<file path="src/sv/vna_pkg.sv">
`timescale 1ns / 1ps
package vna_pkg;

    localparam int VERTEX_DEPTH_DEF = 1024;
    localparam int ACCUM_WIDTH_DEF  = 24;
    localparam int IDX_W  = 10;
    localparam int POS_W  = 32;
    localparam int NORM_W = 16;
    localparam int CNT_W  = 6;

    localparam logic [1:0] OP_WRITE = 2'd0;
    localparam logic [1:0] OP_TRI   = 2'd1;
    localparam logic [1:0] OP_READ  = 2'd2;

    localparam logic KIND_FACE   = 1'b0;
    localparam logic KIND_VERTEX = 1'b1;

    typedef struct packed {
        logic signed [POS_W-1:0] x;
        logic signed [POS_W-1:0] y;
        logic signed [POS_W-1:0] z;
    } pos_t;

    typedef enum logic [4:0] {
        S_CLEAR,
        S_IDLE,
        S_DECODE,
        S_WRITE,
        S_FETCH,
        S_EDGE,
        S_CROSS,
        S_ACC_RD,
        S_ACC_LOAD,
        S_MAG,
        S_SHIFT,
        S_SQ,
        S_SQRT_INIT,
        S_SQRT,
        S_DIV_INIT,
        S_DIV,
        S_DIV_STORE,
        S_CORNER_RD,
        S_CORNER_WR,
        S_RESULT
    } state_t;

    typedef struct packed {
        logic             in_ready;
        logic             load_item;
        logic             clear_wr;
        logic             wr_vertex;
        logic             pos_rd;
        logic             pos_cap;
        logic             edge_calc;
        logic             mul_issue;
        logic             mul_take;
        logic             sq_mode;
        logic             acc_rd;
        logic             acc_load;
        logic             mag;
        logic             shift;
        logic             sqrt_init;
        logic             sqrt_step;
        logic             div_init;
        logic             div_step;
        logic             div_store;
        logic             corner_wr;
        logic             res_load;
        logic [CNT_W-1:0] cnt;
        logic [1:0]       sel;
    } vna_cmd_t;

    typedef struct packed {
        logic       item_valid;
        logic [1:0] op;
        logic       clear_last;
        logic       vec_zero;
        logic       mag_big;
        logic       out_free;
    } vna_status_t;

endpackage

</file>
<file path="src/sv/vna_ctrl.sv">
`timescale 1ns / 1ps
module vna_ctrl (
    input  logic                 clk,
    input  logic                 rst_n,
    input  vna_pkg::vna_status_t status,
    output vna_pkg::vna_cmd_t    cmd
);
    import vna_pkg::*;

    state_t           state_reg, state_next;
    logic [CNT_W-1:0] cnt_reg, cnt_next;
    logic [1:0]       sel_reg, sel_next;

    always_ff @(posedge clk or negedge rst_n)
    begin
        if (!rst_n)
        begin
            state_reg <= S_CLEAR;
            cnt_reg   <= '0;
            sel_reg   <= '0;
        end
        else
        begin
            state_reg <= state_next;
            cnt_reg   <= cnt_next;
            sel_reg   <= sel_next;
        end
    end

    always_comb
    begin
        state_next = state_reg;
        cnt_next   = cnt_reg;
        sel_next   = sel_reg;
        unique case (state_reg)
            S_CLEAR:
            begin
                if (status.clear_last)
                begin
                    state_next = S_IDLE;
                end
            end
            S_IDLE:
            begin
                if (status.item_valid)
                begin
                    state_next = S_DECODE;
                end
            end
            S_DECODE:
            begin
                cnt_next = '0;
                sel_next = '0;
                if (status.op == OP_WRITE)
                begin
                    state_next = S_WRITE;
                end
                else if (status.op == OP_TRI)
                begin
                    state_next = S_FETCH;
                end
                else if (status.op == OP_READ)
                begin
                    state_next = S_ACC_RD;
                end
                else
                begin
                    state_next = S_IDLE;
                end
            end
            S_WRITE:
            begin
                state_next = S_IDLE;
            end
            S_FETCH:
            begin
                cnt_next = cnt_reg + 1'b1;
                if (cnt_reg == CNT_W'(3))
                begin
                    state_next = S_EDGE;
                end
            end
            S_EDGE:
            begin
                cnt_next   = '0;
                state_next = S_CROSS;
            end
            S_CROSS:
            begin
                cnt_next = cnt_reg + 1'b1;
                if (cnt_reg == CNT_W'(6))
                begin
                    state_next = S_MAG;
                end
            end
            S_ACC_RD:
            begin
                state_next = S_ACC_LOAD;
            end
            S_ACC_LOAD:
            begin
                state_next = S_MAG;
            end
            S_MAG:
            begin
                state_next = status.vec_zero ? S_RESULT : S_SHIFT;
            end
            S_SHIFT:
            begin
                cnt_next = '0;
                if (!status.mag_big)
                begin
                    state_next = S_SQ;
                end
            end
            S_SQ:
            begin
                cnt_next = cnt_reg + 1'b1;
                if (cnt_reg == CNT_W'(3))
                begin
                    state_next = S_SQRT_INIT;
                end
            end
            S_SQRT_INIT:
            begin
                cnt_next   = '0;
                state_next = S_SQRT;
            end
            S_SQRT:
            begin
                cnt_next = cnt_reg + 1'b1;
                if (cnt_reg == CNT_W'(31))
                begin
                    sel_next   = '0;
                    state_next = S_DIV_INIT;
                end
            end
            S_DIV_INIT:
            begin
                cnt_next   = '0;
                state_next = S_DIV;
            end
            S_DIV:
            begin
                cnt_next = cnt_reg + 1'b1;
                if (cnt_reg == CNT_W'(16))
                begin
                    state_next = S_DIV_STORE;
                end
            end
            S_DIV_STORE:
            begin
                if (sel_reg == 2'd2)
                begin
                    sel_next   = '0;
                    state_next = (status.op == OP_TRI) ? S_CORNER_RD : S_RESULT;
                end
                else
                begin
                    sel_next   = sel_reg + 1'b1;
                    state_next = S_DIV_INIT;
                end
            end
            S_CORNER_RD:
            begin
                state_next = S_CORNER_WR;
            end
            S_CORNER_WR:
            begin
                if (sel_reg == 2'd2)
                begin
                    state_next = S_RESULT;
                end
                else
                begin
                    sel_next   = sel_reg + 1'b1;
                    state_next = S_CORNER_RD;
                end
            end
            S_RESULT:
            begin
                if (status.out_free)
                begin
                    state_next = S_IDLE;
                end
            end
            default:
            begin
                state_next = S_IDLE;
            end
        endcase
    end

    always_comb
    begin
        cmd     = '0;
        cmd.cnt = cnt_reg;
        cmd.sel = sel_reg;
        unique case (state_reg)
            S_CLEAR:     cmd.clear_wr = 1'b1;
            S_IDLE:
            begin
                cmd.in_ready  = 1'b1;
                cmd.load_item = status.item_valid;
            end
            S_WRITE:     cmd.wr_vertex = 1'b1;
            S_FETCH:
            begin
                cmd.pos_rd  = (cnt_reg != CNT_W'(3));
                cmd.pos_cap = (cnt_reg != '0);
                cmd.sel     = cnt_reg[1:0];
            end
            S_EDGE:      cmd.edge_calc = 1'b1;
            S_CROSS:
            begin
                cmd.mul_issue = (cnt_reg != CNT_W'(6));
                cmd.mul_take  = (cnt_reg != '0);
            end
            S_ACC_RD:    cmd.acc_rd = 1'b1;
            S_ACC_LOAD:  cmd.acc_load = 1'b1;
            S_MAG:       cmd.mag = 1'b1;
            S_SHIFT:     cmd.shift = 1'b1;
            S_SQ:
            begin
                cmd.sq_mode   = 1'b1;
                cmd.mul_issue = (cnt_reg != CNT_W'(3));
                cmd.mul_take  = (cnt_reg != '0);
            end
            S_SQRT_INIT: cmd.sqrt_init = 1'b1;
            S_SQRT:      cmd.sqrt_step = 1'b1;
            S_DIV_INIT:  cmd.div_init = 1'b1;
            S_DIV:       cmd.div_step = 1'b1;
            S_DIV_STORE: cmd.div_store = 1'b1;
            S_CORNER_RD: cmd.acc_rd = 1'b1;
            S_CORNER_WR: cmd.corner_wr = 1'b1;
            S_RESULT:    cmd.res_load = status.out_free;
            default:     cmd.cnt = cnt_reg;
        endcase
    end
endmodule

</file>
<file path="config.mk">
export PLATFORM = sky130hd
export DESIGN_NAME = vna_ctrl
export DESIGN_NICKNAME = d
export VERILOG_FILES = /design/src/sv/vna_pkg.sv /design/src/sv/vna_ctrl.sv
export SDC_FILE = /design/constraint.sdc
export NUM_CORES = 1
export LEC_CHECK = 0
export BUFFER_PORTS_ARGS = -buffer_cell sky130_fd_sc_hd__buf_2
export CAP_MARGIN = 20
export CORE_MARGIN = 1
export CORE_UTILIZATION = 47
export DETAILED_ROUTE_END_ITERATION = 8
export GPL_TIMING_DRIVEN = 0
export PLACE_DENSITY = 0.76
export SYNTH_ARGS = -nofsm -noshare
export SYNTH_HDL_FRONTEND = slang
export SYNTH_SLANG_ARGS = --single-unit
</file>
<file path="constraint.sdc">
create_clock -name clk -period 1.8 [get_ports clk]
set_input_delay 0.18 -clock clk [delete_from_list [all_inputs] [get_ports clk]]
set_output_delay 0.18 -clock clk [all_outputs]
set_load 0.05 [all_outputs]
</file>
Yosys cells after proc, flatten, opt, wreduce, memory -nomap -nowiden
Index checks and enable logic that the tools add are counted.

operators by class
  add/subtract/negate cells = 2
  equality and inequality tests = 38
  mux-type cells = 41
  reductions and logical operators = 10

operators with widths
  kind                   number
  $pmux W5 S19           1
  $mux W5                11
  $eq A5 B4 Y1 const B   8
  $eq A5 B3 Y1 const B   4
  $eq A5 B5 Y1 const B   4
  $ne A2 B2 Y1 const B   10
  $mux W2                8
  $mux W1                15
  $eq A6 B5 Y1 const B   2
  $pmux W6 S2            1
  $eq A5 B2 Y1 const B   2
  $reduce_or A5 Y1       2
  $mux W3                3
  $reduce_and A9 Y1      1
  $pmux W2 S4            1
  $add A6 B1 Y6 const B  1
  $eq A6 B2 Y1 const B   1
  $eq A6 B3 Y1 const B   1
  $ne A6 B2 Y1 const B   1
  $ne A6 B3 Y1 const B   1
  $reduce_bool A6 Y1     1
  $eq A5 B1 Y1 const B   1
  $logic_not A5 Y1       1
  $eq A2 B2 Y1 const B   2
  8 further kinds        8

word-level totals
  register bits = 13
  input bits = 9
  output and inout bits = 29
  word-level logic and storage cells = 94

Longest topological paths before layout
  word-level depth = 5
  mapped depth = 7
  mapped depth without buffers = 6

Worst setup path after synthesis
Ideal clock, no wire load.

  path type = reg2reg
  from = register state_reg[2]
  to = register state_reg[0]
  setup time = 0.125 ns
  arrival time = 2.771 ns
  required time = 1.675 ns
  slack = -1.096 ns
  stages on the path, launching flop included = 7
  period minus slack after synthesis = 2.896 ns
  path through = dfrtp_1 > buf_4 > or3b_4 > nor2_1 > a32o_1 > nand4b_4 > mux2_4

on the way
  longest elaborated chain between the ends = 3
  elaborated cells between the ends (all ways) = 30
  those cells by class = eq/ne: 27; mux: 1; reduce/logical: 2

RTL lines
  item                                  RTL line        RTL
  start: declaration                    vna_ctrl.sv:10  state_t state_reg, state_next;
  start signal: assignment              vna_ctrl.sv:24  state_reg <= state_next;
  $eq A5 B4 Y1 (tied with other cells)  vna_ctrl.sv:35  unique case (state_reg)
  $ne A2 B2 Y1 (no line)                -
  $reduce_and A9 Y1 (no line)           -

Parallel ways exist; a longest one is shown, timed or not.
A chain may end at the register's enable or synchronous reset.

==> flow_metrics.env <==
export IMPL_avgSynthCellArea_um2=7.80
export IMPL_first_pass_iters=4
export IMPL_fillers=144
export IMPL_post_layout_nonfiller_instances=254
export IMPL_final_common_cell="buf_4"
export IMPL_cts_max_path_buffers=2
export IMPL_finalMaxSlewViolations=0
export IMPL_cts_sinks=13
export IMPL_synth_cell_area_um2=1320
export IMPL_violations="negative setup slack"
export IMPL_grt_first_pass_wirelength_um=6160
export IMPL_largest_reg_flops=6
export IMPL_crit_type="reg -> out"
export IMPL_hold_class="in -> reg"
export IMPL_setup_viol=16
export IMPL_grt_pass1_vias=1333
export IMPL_antenna_found_initial=0
export IMPL_area_growth_syn_to_layout_pct=61.0
export IMPL_power_density_nw_per_um2=1580
export IMPL_dieArea_um2=3020
export IMPL_rsz0062_at_grt="true"
export IMPL_max_vdd_ir_drop_uv=1360
export IMPL_synth_main_ff_cell="dfrtp_1"
export IMPL_cap_viol_max_count=0
export IMPL_arrival_ps=1830
export IMPL_register_area_um2=330
export IMPL_synth_cells=169
export IMPL_ant_nets=0
export IMPL_synth_distinct_cells=43
export IMPL_fp_dieW_um=54.9
export IMPL_multiInputGateArea_um2=1160
export IMPL_status="complete, but fails checks"
export IMPL_critPathLaunchType="register"
export IMPL_synth_fp_nets=188
export IMPL_numPortBuffers=37
export IMPL_timing_final_ws_setup_ps=-207
export IMPL_row_count=18
export IMPL_cts_buffers=3
export IMPL_synth_edf_count=0
export IMPL_pre_cts_slack_ps=-330
export IMPL_synth_warnings=0
export IMPL_p_leak_uw=0.000936
export IMPL_drt_first_iter_violations=80
export IMPL_wl_per_cell_um=19.5
export IMPL_layout_nets=244
export IMPL_cts_tree="built"
export IMPL_io_pins=38
export IMPL_finClkSkew_ps=3.68
export IMPL_endpoint_kind="output port"
export IMPL_clk_latency_ps=280
export IMPL_cp_required_ps=1620
export IMPL_mostFrequentLayoutCells="18 x buf_4, 16 x buf_2, 15 x buf_6"
export IMPL_max_slew_margin_pct=69.3
export IMPL_dp_cells=236
export IMPL_fmax_ghz=0.498
export IMPL_power_uw=3340
export IMPL_period_minus_slack_ps=2010
export IMPL_place_area_um2=1640
export IMPL_die_h_um=54.9
export IMPL_stdcell_area_um2=2120
export IMPL_clk_pin_slew_ps=80
export IMPL_n_antenna_cell=0
export IMPL_gp_congestion=0.878
export IMPL_tightest_slew_ps=454
export IMPL_via_per_inst=6.23
export IMPL_drc=0
export IMPL_grt_max_degree=14
export IMPL_hold_viol=0
export IMPL_ys_ff_latch=13
export IMPL_drive_above_1_share_pct=54.0
export IMPL_async_flop_share_pct=100
export IMPL_fin_crit_sh_pct=112
export IMPL_initial_utilization_pct=51.3
export IMPL_cts_max_level=1
export IMPL_grt_usage_pct=29.1
export IMPL_drt_total_wl_um=4960
export IMPL_fp_coreArea_um2=2570
export IMPL_hpwl_um=2840
export IMPL_yosysSeqAreaShare_pct=24.7
export IMPL_crit_fanout=5
export IMPL_via_count=1582
export IMPL_gr_total_overflow=0
export IMPL_cts_root_buf="clkbuf_4"
==> where the power goes <==
group / internal [uW] / switching [uW] / total [uW]
clock: 86.0 / 98.0 / 184
sequential: 368 / 108 / 475
combinational: 1060 / 1630 / 2680
total: 1510 / 1830 / 3340
==> through the flow <==
step                TNS (ps)  util, %  hold slack (ps)
floorplan              -2990        -             -116
CTS                    -1360     73.3              255
global placement       -1370     63.8             81.6
detailed placement     -1830     63.8             83.1
global route           -2910     82.6              291
finish                 -1910     82.6              258
==> critical path: stages, from the launching register on <==
cell and delay (ps):
dfrtp_1 390, buf_6 130, or3b_4 400, or2_4 300, o21ai_4 150, buf_6 170
==> cell usage after synthesis (all sizes together), types with 2 or more instances <==
cell type / n / area share (%)
nor2: 22 / 6.3
o21ai: 17 / 6.5
dfrtp: 13 / 25
inv: 13 / 3.7
nand2: 13 / 3.7
ha: 10 / 9.5
nor3: 9 / 3.4
a21oi: 7 / 2.7
mux2i: 7 / 5.3
buf: 6 / 2.7
a22oi: 5 / 2.8
clkbuf: 4 / 1.1
nand3: 4 / 1.5
nor2b: 4 / 1.9
nand2b: 3 / 1.4
or2: 3 / 1.4
or3b: 3 / 2.2
a211oi: 2 / 1.5
mux2: 2 / 2.3
nand4b: 2 / 2.5
o211a: 2 / 1.5
o31ai: 2 / 1.1
==> per-layer routing <==
metal,track usage (%),vias to the layer above,part of all wire [%]
met3,3.83,15,5.0
li1,-,714,-
met5,0,-,0
met2,51.4,96,52
met1,35.5,757,41
met4,11.3,0,2.0
==> logic make-up after synthesis <==
group,count (synthesis),synth area share (%)
muxes,9,7.60
and+or+nand+nor,70,28.4
xor gates and xnor gates,1,0.665
DFF,13,24.7
AOI/OAI and AO/OA,43,21.7
buffers and inverters,23,7.50
adders and majority gates,10,9.50
==> area by class of cell <==
class / count / area share (%)
Multi-Input combinational cell: 134 / 54.6
Timing Repair Buffer: 54 / 21.4
Sequential cell: 13 / 15.6
Buffer: 6 / 2.71
Inverter: 13 / 2.65
Tap cell: 30 / 1.77
Clock buffer: 4 / 1.24
==> final timing paths <==
kind | start | endpoint | slack (ps) | cells after the start
setup / recovery | state_reg[2] | cmd[1] | -210 | 5
hold / removal | status[1] | state_reg[4] | 260 | 4
setup reg to reg | state_reg[3] | state_reg[0] | -170 | 4
hold reg to reg | cnt_reg[0] | cnt_reg[0] | 590 | 1
max in group asynchronous | rst_n | state_reg[0] | 1230 | 2
min in group asynchronous | rst_n | cnt_reg[2] | 310 | 2
==> timing repair <==
item                                    4_1_cts  5_1_grt
endpoints found under the setup margin       29       32
hold endpoints to repair                     13        0
resized for setup                            55       51
pin swaps                                     6        6
hold buffers                                  1        0
cloned                                        0        1
buffers inserted                             10        8
Power figures use the tool's default switching activity.
